### src/rtl/gcov_pkg.sv
package gcov_pkg;

  localparam int unsigned CH_W      = 8;
  localparam int unsigned NUM_CH    = 3;
  localparam int unsigned CFG_IDX_W = 2;
  localparam int unsigned PROD_W    = 2 * CH_W;

  typedef logic [CH_W-1:0]   chan_t;
  typedef logic [PROD_W-1:0] prod_t;

  typedef enum logic [CFG_IDX_W-1:0] {
    REG_TEXT_RED   = 2'd0,
    REG_TEXT_GREEN = 2'd1,
    REG_TEXT_BLUE  = 2'd2
  } reg_idx_t;

  // After the alpha and destination weight products.
  typedef struct packed {
    chan_t                  an;
    chan_t                  w;
    chan_t                  m;
    logic [NUM_CH-1:0][CH_W-1:0] dc;
  } s1_t;

  // After the per-channel products.
  typedef struct packed {
    chan_t                         an;
    logic [NUM_CH-1:0][PROD_W-1:0] dw;
    logic [NUM_CH-1:0][PROD_W-1:0] sm;
  } s2_t;

  // Division in flight: work holds {remainder, dividend bits / quotient bits}.
  typedef struct packed {
    chan_t                         an;
    logic [NUM_CH-1:0]             sat;
    logic [NUM_CH-1:0][PROD_W-1:0] work;
  } div_t;

  typedef struct packed {
    chan_t                       an;
    logic [NUM_CH-1:0][CH_W-1:0] c;
  } out_t;

  // One restoring division step. The remainder in the upper byte stays below
  // the divisor, so the shifted trial value fits in nine bits.
  function automatic prod_t div_step(prod_t work, chan_t an);
    logic [CH_W:0] t;
    logic [CH_W:0] d;
    t = work[PROD_W-1:CH_W-1];
    d = t - {1'b0, an};
    if (t >= {1'b0, an}) begin
      return {d[CH_W-1:0], work[CH_W-2:0], 1'b1};
    end else begin
      return {t[CH_W-1:0], work[CH_W-2:0], 1'b0};
    end
  endfunction

endpackage

### src/rtl/gcov_pix_in_if.sv
interface gcov_pix_in_if import gcov_pkg::*; ();
  logic  valid;
  logic  ready;
  chan_t dest_alpha;
  chan_t dest_red;
  chan_t dest_green;
  chan_t dest_blue;
  chan_t coverage;

  modport source (output valid, dest_alpha, dest_red, dest_green, dest_blue, coverage,
                  input ready);
  modport sink   (input valid, dest_alpha, dest_red, dest_green, dest_blue, coverage,
                  output ready);
endinterface

### src/rtl/gcov_pix_out_if.sv
interface gcov_pix_out_if import gcov_pkg::*; ();
  logic  valid;
  logic  ready;
  chan_t new_alpha;
  chan_t new_red;
  chan_t new_green;
  chan_t new_blue;

  modport source (output valid, new_alpha, new_red, new_green, new_blue, input ready);
  modport sink   (input valid, new_alpha, new_red, new_green, new_blue, output ready);
endinterface

### src/rtl/gcov_cfg_if.sv
interface gcov_cfg_if import gcov_pkg::*; ();
  logic                 valid;
  logic                 ready;
  logic [CFG_IDX_W-1:0] index;
  chan_t                data;

  modport source (output valid, index, data, input ready);
  modport sink   (input valid, index, data, output ready);
endinterface

### src/rtl/glyph_coverage_over_composite_core.sv
// Glyph coverage over composite.
// Blends the solid text color, weighted by the glyph coverage byte, over one
// unpremultiplied ARGB destination pixel per beat.
// Channels: pix_in carries the destination pixel and coverage, pix_out the
// blended pixel, both valid/ready. cfg writes the text color registers
// (index 0 red, 1 green, 2 blue; other indexes are ignored) and is always
// ready; write it only while no pixel is in flight.
// Throughput is one pixel per clock while the receiver takes results: two
// multiply stages, one add and overflow compare stage, then four stages of
// a pipelined restoring divider that retire two quotient bits each.
// Each stage holds its data while the stage ahead is full, so when the
// receiver stalls the pipeline fills up and pix_in.ready drops only once
// every stage holds a pixel; nothing is dropped or repeated.
// Reset (rst, synchronous) empties the pipeline and clears the text color.
module glyph_coverage_over_composite_core import gcov_pkg::*; (
  input logic            clk,
  input logic            rst,
  gcov_pix_in_if.sink    pix_in,
  gcov_pix_out_if.source pix_out,
  gcov_cfg_if.sink       cfg
);

  localparam int unsigned NSTG = 7;

  chan_t [NUM_CH-1:0] color;

  logic [NSTG:1]   vld;
  logic [NSTG+1:1] ld;

  s1_t  st1, st1_next;
  s2_t  st2, st2_next;
  div_t st3, st3_next;
  div_t st4, st4_next;
  div_t st5, st5_next;
  div_t st6, st6_next;
  out_t st7, st7_next;

  // Configuration.
  assign cfg.ready = 1'b1;

  always_ff @(posedge clk) begin
    if (rst) begin
      color <= '0;
    end else if (cfg.valid) begin
      unique case (cfg.index)
        REG_TEXT_RED:   color[0] <= cfg.data;
        REG_TEXT_GREEN: color[1] <= cfg.data;
        REG_TEXT_BLUE:  color[2] <= cfg.data;
        default: ;
      endcase
    end
  end

  // A stage may load when it is empty or its content moves on.
  always_comb begin
    ld[NSTG+1] = pix_out.ready;
    for (int i = NSTG; i >= 1; i--) begin
      ld[i] = !vld[i] || ld[i+1];
    end
  end

  assign pix_in.ready = ld[1];

  always_ff @(posedge clk) begin
    if (rst) begin
      vld <= '0;
    end else begin
      if (ld[1]) begin
        vld[1] <= pix_in.valid;
      end
      for (int i = 2; i <= NSTG; i++) begin
        if (ld[i]) begin
          vld[i] <= vld[i-1];
        end
      end
    end
  end

  // Stage 1: combined alpha and destination weight.
  always_comb begin
    chan_t inv_m;
    prod_t pa;
    prod_t pw;
    inv_m = ~pix_in.coverage;
    pa = {{CH_W{1'b0}}, ~pix_in.dest_alpha} * {{CH_W{1'b0}}, inv_m};
    pw = {{CH_W{1'b0}}, pix_in.dest_alpha} * {{CH_W{1'b0}}, inv_m};
    st1_next.an    = ~pa[PROD_W-1:CH_W];
    st1_next.w     = pw[PROD_W-1:CH_W];
    st1_next.m     = pix_in.coverage;
    st1_next.dc[0] = pix_in.dest_red;
    st1_next.dc[1] = pix_in.dest_green;
    st1_next.dc[2] = pix_in.dest_blue;
  end

  // Stage 2: destination and source terms of each channel.
  always_comb begin
    st2_next.an = st1.an;
    for (int c = 0; c < NUM_CH; c++) begin
      st2_next.dw[c] = {{CH_W{1'b0}}, st1.dc[c]} * {{CH_W{1'b0}}, st1.w};
      st2_next.sm[c] = {{CH_W{1'b0}}, color[c]} * {{CH_W{1'b0}}, st1.m};
    end
  end

  // Stage 3: numerator and overflow test. The quotient exceeds a byte exactly
  // when the numerator's upper nine bits reach the divisor.
  always_comb begin
    logic [PROD_W:0] num;
    st3_next.an = st2.an;
    for (int c = 0; c < NUM_CH; c++) begin
      num = {1'b0, st2.dw[c]} + {1'b0, st2.sm[c]};
      st3_next.sat[c]  = num[PROD_W:CH_W] >= {1'b0, st2.an};
      st3_next.work[c] = num[PROD_W-1:0];
    end
  end

  // Stages 4 to 6: two quotient bits each.
  always_comb begin
    st4_next = st3;
    st5_next = st4;
    st6_next = st5;
    for (int c = 0; c < NUM_CH; c++) begin
      st4_next.work[c] = div_step(div_step(st3.work[c], st3.an), st3.an);
      st5_next.work[c] = div_step(div_step(st4.work[c], st4.an), st4.an);
      st6_next.work[c] = div_step(div_step(st5.work[c], st5.an), st5.an);
    end
  end

  // Stage 7: last two quotient bits and saturation.
  always_comb begin
    prod_t q;
    st7_next.an = st6.an;
    for (int c = 0; c < NUM_CH; c++) begin
      q = div_step(div_step(st6.work[c], st6.an), st6.an);
      st7_next.c[c] = st6.sat[c] ? {CH_W{1'b1}} : q[CH_W-1:0];
    end
  end

  always_ff @(posedge clk) begin
    if (ld[1]) st1 <= st1_next;
    if (ld[2]) st2 <= st2_next;
    if (ld[3]) st3 <= st3_next;
    if (ld[4]) st4 <= st4_next;
    if (ld[5]) st5 <= st5_next;
    if (ld[6]) st6 <= st6_next;
    if (ld[7]) st7 <= st7_next;
  end

  assign pix_out.valid     = vld[NSTG];
  assign pix_out.new_alpha = st7.an;
  assign pix_out.new_red   = st7.c[0];
  assign pix_out.new_green = st7.c[1];
  assign pix_out.new_blue  = st7.c[2];

  // The combined alpha can never be zero.
  a_alpha_nonzero: assert property (@(posedge clk) disable iff (rst)
    pix_out.valid |-> pix_out.new_alpha != '0)
    else $error("combined alpha is zero");

  // An accepted pixel always lands in the first stage.
  a_accept_lands: assert property (@(posedge clk) disable iff (rst)
    (pix_in.valid && pix_in.ready) |=> vld[1])
    else $error("accepted pixel lost at pipeline entry");

  // Input backpressure only when every stage is occupied.
  a_full_stall: assert property (@(posedge clk) disable iff (rst)
    !pix_in.ready |-> &vld)
    else $error("input stalled with a free stage");

  // Division invariant: an unsaturated remainder stays below the divisor.
  a_rem_below: assert property (@(posedge clk) disable iff (rst)
    (vld[6] && !st6.sat[0]) |-> st6.work[0][PROD_W-1:CH_W] < st6.an)
    else $error("divider remainder out of range");

endmodule

### src/flat_wrapper.sv
// flat-port wrapper written by rule: the top's interface ports become plain ports
module glyph_coverage_over_composite_core_flat import gcov_pkg::*;
  (clk, rst, pix_in_valid, pix_in_dest_alpha, pix_in_dest_red, pix_in_dest_green, pix_in_dest_blue, pix_in_coverage, pix_in_ready, pix_out_valid, pix_out_new_alpha, pix_out_new_red, pix_out_new_green, pix_out_new_blue, pix_out_ready, cfg_valid, cfg_index, cfg_data, cfg_ready);
  gcov_pix_in_if pix_in_i ();
  gcov_pix_out_if pix_out_i ();
  gcov_cfg_if cfg_i ();
  input logic clk;
  input logic rst;
  input wire logic [$bits(pix_in_i.valid)-1:0] pix_in_valid;
  input wire logic [$bits(pix_in_i.dest_alpha)-1:0] pix_in_dest_alpha;
  input wire logic [$bits(pix_in_i.dest_red)-1:0] pix_in_dest_red;
  input wire logic [$bits(pix_in_i.dest_green)-1:0] pix_in_dest_green;
  input wire logic [$bits(pix_in_i.dest_blue)-1:0] pix_in_dest_blue;
  input wire logic [$bits(pix_in_i.coverage)-1:0] pix_in_coverage;
  output wire logic [$bits(pix_in_i.ready)-1:0] pix_in_ready;
  output wire logic [$bits(pix_out_i.valid)-1:0] pix_out_valid;
  output wire logic [$bits(pix_out_i.new_alpha)-1:0] pix_out_new_alpha;
  output wire logic [$bits(pix_out_i.new_red)-1:0] pix_out_new_red;
  output wire logic [$bits(pix_out_i.new_green)-1:0] pix_out_new_green;
  output wire logic [$bits(pix_out_i.new_blue)-1:0] pix_out_new_blue;
  input wire logic [$bits(pix_out_i.ready)-1:0] pix_out_ready;
  input wire logic [$bits(cfg_i.valid)-1:0] cfg_valid;
  input wire logic [$bits(cfg_i.index)-1:0] cfg_index;
  input wire logic [$bits(cfg_i.data)-1:0] cfg_data;
  output wire logic [$bits(cfg_i.ready)-1:0] cfg_ready;
  assign pix_in_i.valid = pix_in_valid;
  assign pix_in_i.dest_alpha = pix_in_dest_alpha;
  assign pix_in_i.dest_red = pix_in_dest_red;
  assign pix_in_i.dest_green = pix_in_dest_green;
  assign pix_in_i.dest_blue = pix_in_dest_blue;
  assign pix_in_i.coverage = pix_in_coverage;
  assign pix_in_ready = pix_in_i.ready;
  assign pix_out_valid = pix_out_i.valid;
  assign pix_out_new_alpha = pix_out_i.new_alpha;
  assign pix_out_new_red = pix_out_i.new_red;
  assign pix_out_new_green = pix_out_i.new_green;
  assign pix_out_new_blue = pix_out_i.new_blue;
  assign pix_out_i.ready = pix_out_ready;
  assign cfg_i.valid = cfg_valid;
  assign cfg_i.index = cfg_index;
  assign cfg_i.data = cfg_data;
  assign cfg_ready = cfg_i.ready;
  glyph_coverage_over_composite_core u_core (.clk(clk), .rst(rst), .pix_in(pix_in_i), .pix_out(pix_out_i), .cfg(cfg_i));
endmodule
### config.mk
export PLATFORM = sky130hd
export DESIGN_NAME = glyph_coverage_over_composite_core_flat
export DESIGN_NICKNAME = d
export VERILOG_FILES = /design/src/rtl/gcov_pkg.sv /design/src/rtl/gcov_pix_in_if.sv /design/src/rtl/gcov_pix_out_if.sv /design/src/rtl/gcov_cfg_if.sv /design/src/rtl/glyph_coverage_over_composite_core.sv /design/src/flat_wrapper.sv
export SDC_FILE = /design/constraint.sdc
export NUM_CORES = 2
export LEC_CHECK = 0
export ABC_CLOCK_PERIOD_IN_PS = 5700
export BUFFER_PORTS_ARGS = -buffer_cell sky130_fd_sc_hd__buf_2
export CORE_ASPECT_RATIO = 0.9
export CORE_MARGIN = 2
export CORE_UTILIZATION = 59
export DETAILED_ROUTE_END_ITERATION = 12
export GPL_TIMING_DRIVEN = 0
export HOLD_SLACK_MARGIN = 0.1
export PLACE_DENSITY = 0.81
export SLEW_MARGIN = 20
export SYNTH_ARGS = -nofsm -noshare
export SYNTH_HDL_FRONTEND = slang
export SYNTH_SLANG_ARGS = --single-unit
### constraint.sdc
create_clock -name clk -period 5.7 [get_ports clk]
set_input_delay 1.14 -clock clk [delete_from_list [all_inputs] [get_ports clk]]
set_output_delay 1.14 -clock clk [all_outputs]
set_load 0.02 [all_outputs]
-- Word-level counts from Yosys, hierarchy flattened
Cells that the tools add are included.
- register bits after elaboration: 451
- input bits: 55
- word-level logic and storage cells: 153
- output and inout bits: 35
- magnitude comparators: 27
- bitwise gates (word level): 3
- muxes and demuxes: 24
- multipliers: 8
- add/subtract/negate cells: 24
- reductions and logical operators: 18
- eq/ne operators: 2
- operators with widths (kind ; count):
    two-way mux 16 bit ; 21
    greater-or-equal comparator 9 x 8 -> 1 bit ; 27
    subtractor 8 bit ; 21
    multiplier 8 x 8 -> 16 bit ; 8
    adder 16 x 16 -> 17 bit ; 3
    inverter 8 bit ; 3
    logical NOT 1 bit ; 7
    logical OR 1 bit ; 7
    AND reduction 2 bit ; 3
    two-way mux 1 bit ; 3
    == test 2 x 1 -> 1 bit, second input constant ; 1
    == test 2 bit, second input constant ; 1
    logical NOT 2 bit ; 1

-- Longest topological paths before layout
- depth after elaboration: 8
- mapped depth: 18
- mapped depth without buffers: 18

-- Worst setup path before layout
OpenSTA, ideal clock, no wires.
- kind: input port to flip-flop
- start point: input port pix_in_dest_alpha[5]
- end point: register u_core.st1[39] (netlist name), data pin
- data required time: 5.434 ns
- buffers on the path: 1
- setup time: 0.266 ns
- slack: 0.093 ns
- cell stages on the path: 15
- arrival: 5.341 ns
- cells stage by stage: clkbuf_1 -> nor2b_1 -> fa_1 -> fa_1 -> fa_1 -> inv_1 -> fa_1 -> inv_1 -> ha_1 -> and2_1 -> a221o_1 -> a221oi_1 -> o21ai_0 -> o41ai_1 -> xnor2_1
- RTL lines (element ; line ; RTL):
    start: declaration ; flat_wrapper.sv:10 ; input wire logic [$bits(pix_in_i.dest_alpha)-1:0] pix_in_dest_alpha;
    end signal: assignment ; glyph_coverage_over_composite_core.sv:139 ; if (ld[1]) st1 <= st1_next;
    end: declaration ; glyph_coverage_over_composite_core.sv:30 ; s1_t st1, st1_next;

==> results.toml <==
[status]
outcome = "finished clean"

[synth]
synth.distinct_cells = 77
synth_edf_count = 420
ys_warn_count = 0
async_flop_share = 0
avgSynthCellArea_um2 = 10.5
postSynthCellCount = 3970
ys.flop_type = "edfxtp_1"
syn-cell-area_um2 = 41800
synth.net_count = 4881
yosys_register_bits = 451
ys_seq_area_frac = 0.316

[timing]
setup_viol_count_final = 0
fin_crit_sh = 0.980
rsz0062_at_grt = "false"
hold_viol_final = 0
relSlewSlack = 0.446
tightest_slew_ns = 0.828
timing.final.crit_period_ns = 5.59
finalMaxSlewViolations = 0
fin_skew_ns = 0.0162
tns_ns = 0
hold_slack_ns = 0.417
fmax_mhz = 179

[worst_setup_path]
required_ns = 6.06
crit_top_cell = "fa_1"
path_cells = "clkbuf_1 > and2_1 > fa_1 > fa_1 > inv_1 > fa_1 > fa_1 > inv_1 > ha_1 > o21a_1 > o31a_1 > o211ai_1 > a21oi_1 > a2111oi_2 > a21oi_1 > xnor2_1"
cp-start-kind = "flop"
worst_path_largest_cell_delay_ns = 0.57
crit_family = "adder cells"
slowest_stage = "fa_1"
worstSetupEndpointType = "flop"
arrival_ns = 5.95
path_max_fanout = 10
criticalPathCategory = "flop to flop"
crit_buf_inv = 3

[floorplan]
die_area_um2 = 73000
die_h_um = 257
io-pin-count = 90
die_width_um = 285
core_um2 = 70100
initial_core_util = 0.597
rows = 92

[grt]
grt_max_degree = 60
grt_pass1_vias = 29500
overflow = 0
grt_pass1_wl_um = 152000
grt_use_total = 0.260
antenna_found_initial = 1

[cells_and_area]
drive_gt1_frac = 0.0980
final-seq-area_um2 = 13200
area_growth_pct = 8.74
multi_input_area_um2 = 26500
nNetsFinal = 5037
fill_cells = 5286

[placed_design]
io_buffers = 88
gp_congestion = 0.923
dpl.hpwl_um = 73200

[route]
totalWireLength_um = 93500
drt-vias-per-instance = 5.69
vias = 29100
routedWlPerCell_um = 18.3
drt_pass1_iterations = 5
drtIter0Drc = 1873
drc = 0
drtAntennaViolNets = 0

[flow_run]
cap_viol_max_count = 0

[clock_tree]
cts_buffers = 50
clockBufferDepth = 3
clk_pin_slew_ns = 0.06
cts_tree = "done"
cts_num_sinks = 451
htree_levels = 2
root_buffer = "clkbuf_16"
clk_latency_ns = 0.63

[min_path]
hold_path_class = "flop to flop"
flip-flops by register name, indices dropped and copies added, names as in the netlist:
register and flops:
u_core.color 24, u_core.st2 104, u_core.pix_out.new_blue 8, u_core.pix_out.new_red 8, u_core.pix_out.new_alpha 8, u_core.st6 59
u_core.st3 59, u_core.vld 7, u_core.st5 59, u_core.st1 48, u_core.pix_out.new_green 8, u_core.st4 59
stage by stage:
step	utilization	setup slack, ns	std cells	cell area, µm²
2_1_floorplan	-	0.0929	3970	41800
4_1_cts	0.646	0.000774	5096	45300
6_report	0.649	0.112	5106	45500
3_3_place_gp	0.620	-1.08	4998	43400
5_1_grt	0.649	0.00287	5105	45500
3_5_place_dp	0.622	-0.652	5006	43600
cells in the mapped netlist (all sizes together) (4+ instances only):
library cell	instances	area share
ha	546	0.16
inv	522	0.047
edfxtp	420	0.30
and2	320	0.048
fa	310	0.15
nor2	268	0.024
nand2	175	0.016
a21oi	172	0.021
xnor2	164	0.034
o21ai	139	0.017
mux2	118	0.032
nor2b	98	0.015
o21a	66	0.012
a21o	63	0.011
clkbuf	62	0.0056
xor2	42	0.0088
mux2i	41	0.0098
nand2b	41	0.0061
or2	40	0.0060
dfxtp	31	0.015
nand3	29	0.0035
nor3	28	0.0034
o21bai	25	0.0045
nand4	24	0.0036
a211oi	23	0.0047
o31ai	20	0.0039
o211ai	19	0.0034
o31a	16	0.0036
a21boi	14	0.0025
a31oi	14	0.0021
and3	12	0.0018
or3	12	0.0018
nor4	9	0.0013
a221oi	7	0.0023
a2111oi	6	0.0013
o311ai	6	0.0013
o41ai	6	0.0014
a41o	5	0.0012
buf	5	0.00063
nand3b	5	0.00090
o211a	5	0.0012
and4	4	0.00084
area by class of cell:
type / instances / area share
multi-input cells: 2930 / 0.582
flip-flops and latches: 451 / 0.291
repair buffers: 105 / 0.0150
plain buffers: 66 / 0.00625
inverters: 522 / 0.0434
clock inverters: 31 / 0.00724
well taps: 940 / 0.0259
clock buffers: 60 / 0.0292
diodes: 1 / 0.0000550
worst reg2reg max path, stage by stage (launching register included):
cell,delay [ns]
edfxtp_1,0.54
clkbuf_1,0.33
and2_1,0.24
fa_1,0.46
fa_1,0.57
inv_1,0.05
fa_1,0.49
fa_1,0.57
inv_1,0.05
ha_1,0.34
o21a_1,0.19
o31a_1,0.13
o211ai_1,0.25
a21oi_1,0.12
a2111oi_2,0.43
a21oi_1,0.14
xnor2_1,0.43
worst paths after layout:
check | from | to | slack, ns | cells after the start
min | u_core.st4[33] | u_core.st5[35] | 0.42 | 0
min reg2reg | u_core.st4[33] | u_core.st5[35] | 0.42 | 0
max | u_core.st1[36] | u_core.st2[79] | 0.11 | 16
max reg2reg | u_core.st1[36] | u_core.st2[79] | 0.11 | 16
routing by layer:
| metal | wire (µm) | vias up | global-route usage |
|---|---|---|---|
| met5 | 0 | - | 0 |
| met4 | 4210 | 0 | 0.114 |
| met3 | 4540 | 211 | 0.0291 |
| met2 | 45800 | 776 | 0.446 |
| met1 | 39000 | 14100 | 0.332 |
| li1 | - | 14000 | - |
cells in the final DEF (no fill, tap or decap), types with 137 or more instances in the layout:
cell      instances
ha_1            546
inv_1           517
edfxtp_1        420
and2_1          320
fa_1            310
nor2_1          266
nand2_1         173
a21oi_1         168
xnor2_1         161
o21ai_0         137
what timing repair did:
action                                  CTS  global route
gates resized for setup                  12            41
hold buffers                              0             0
endpoints found under the setup margin    6            53
gates cloned                              0             0
hold endpoints to repair                  0             0
buffers inserted                          0             9
pin swaps                                 0             1
logic make-up after synthesis:
group / synth area share
DFF: 0.316
AOI/OAI and AO/OA: 0.0996
adders and majority gates: 0.312
muxes: 0.0417
xor gates and xnor gates: 0.0431
other: 0.0000897
and+or+nand+nor: 0.134
buffers and inverters: 0.0531
Power is left out: the tool's default activity adds up to more than one toggle a clock period on the data nets, which glitch-free logic cannot reach.
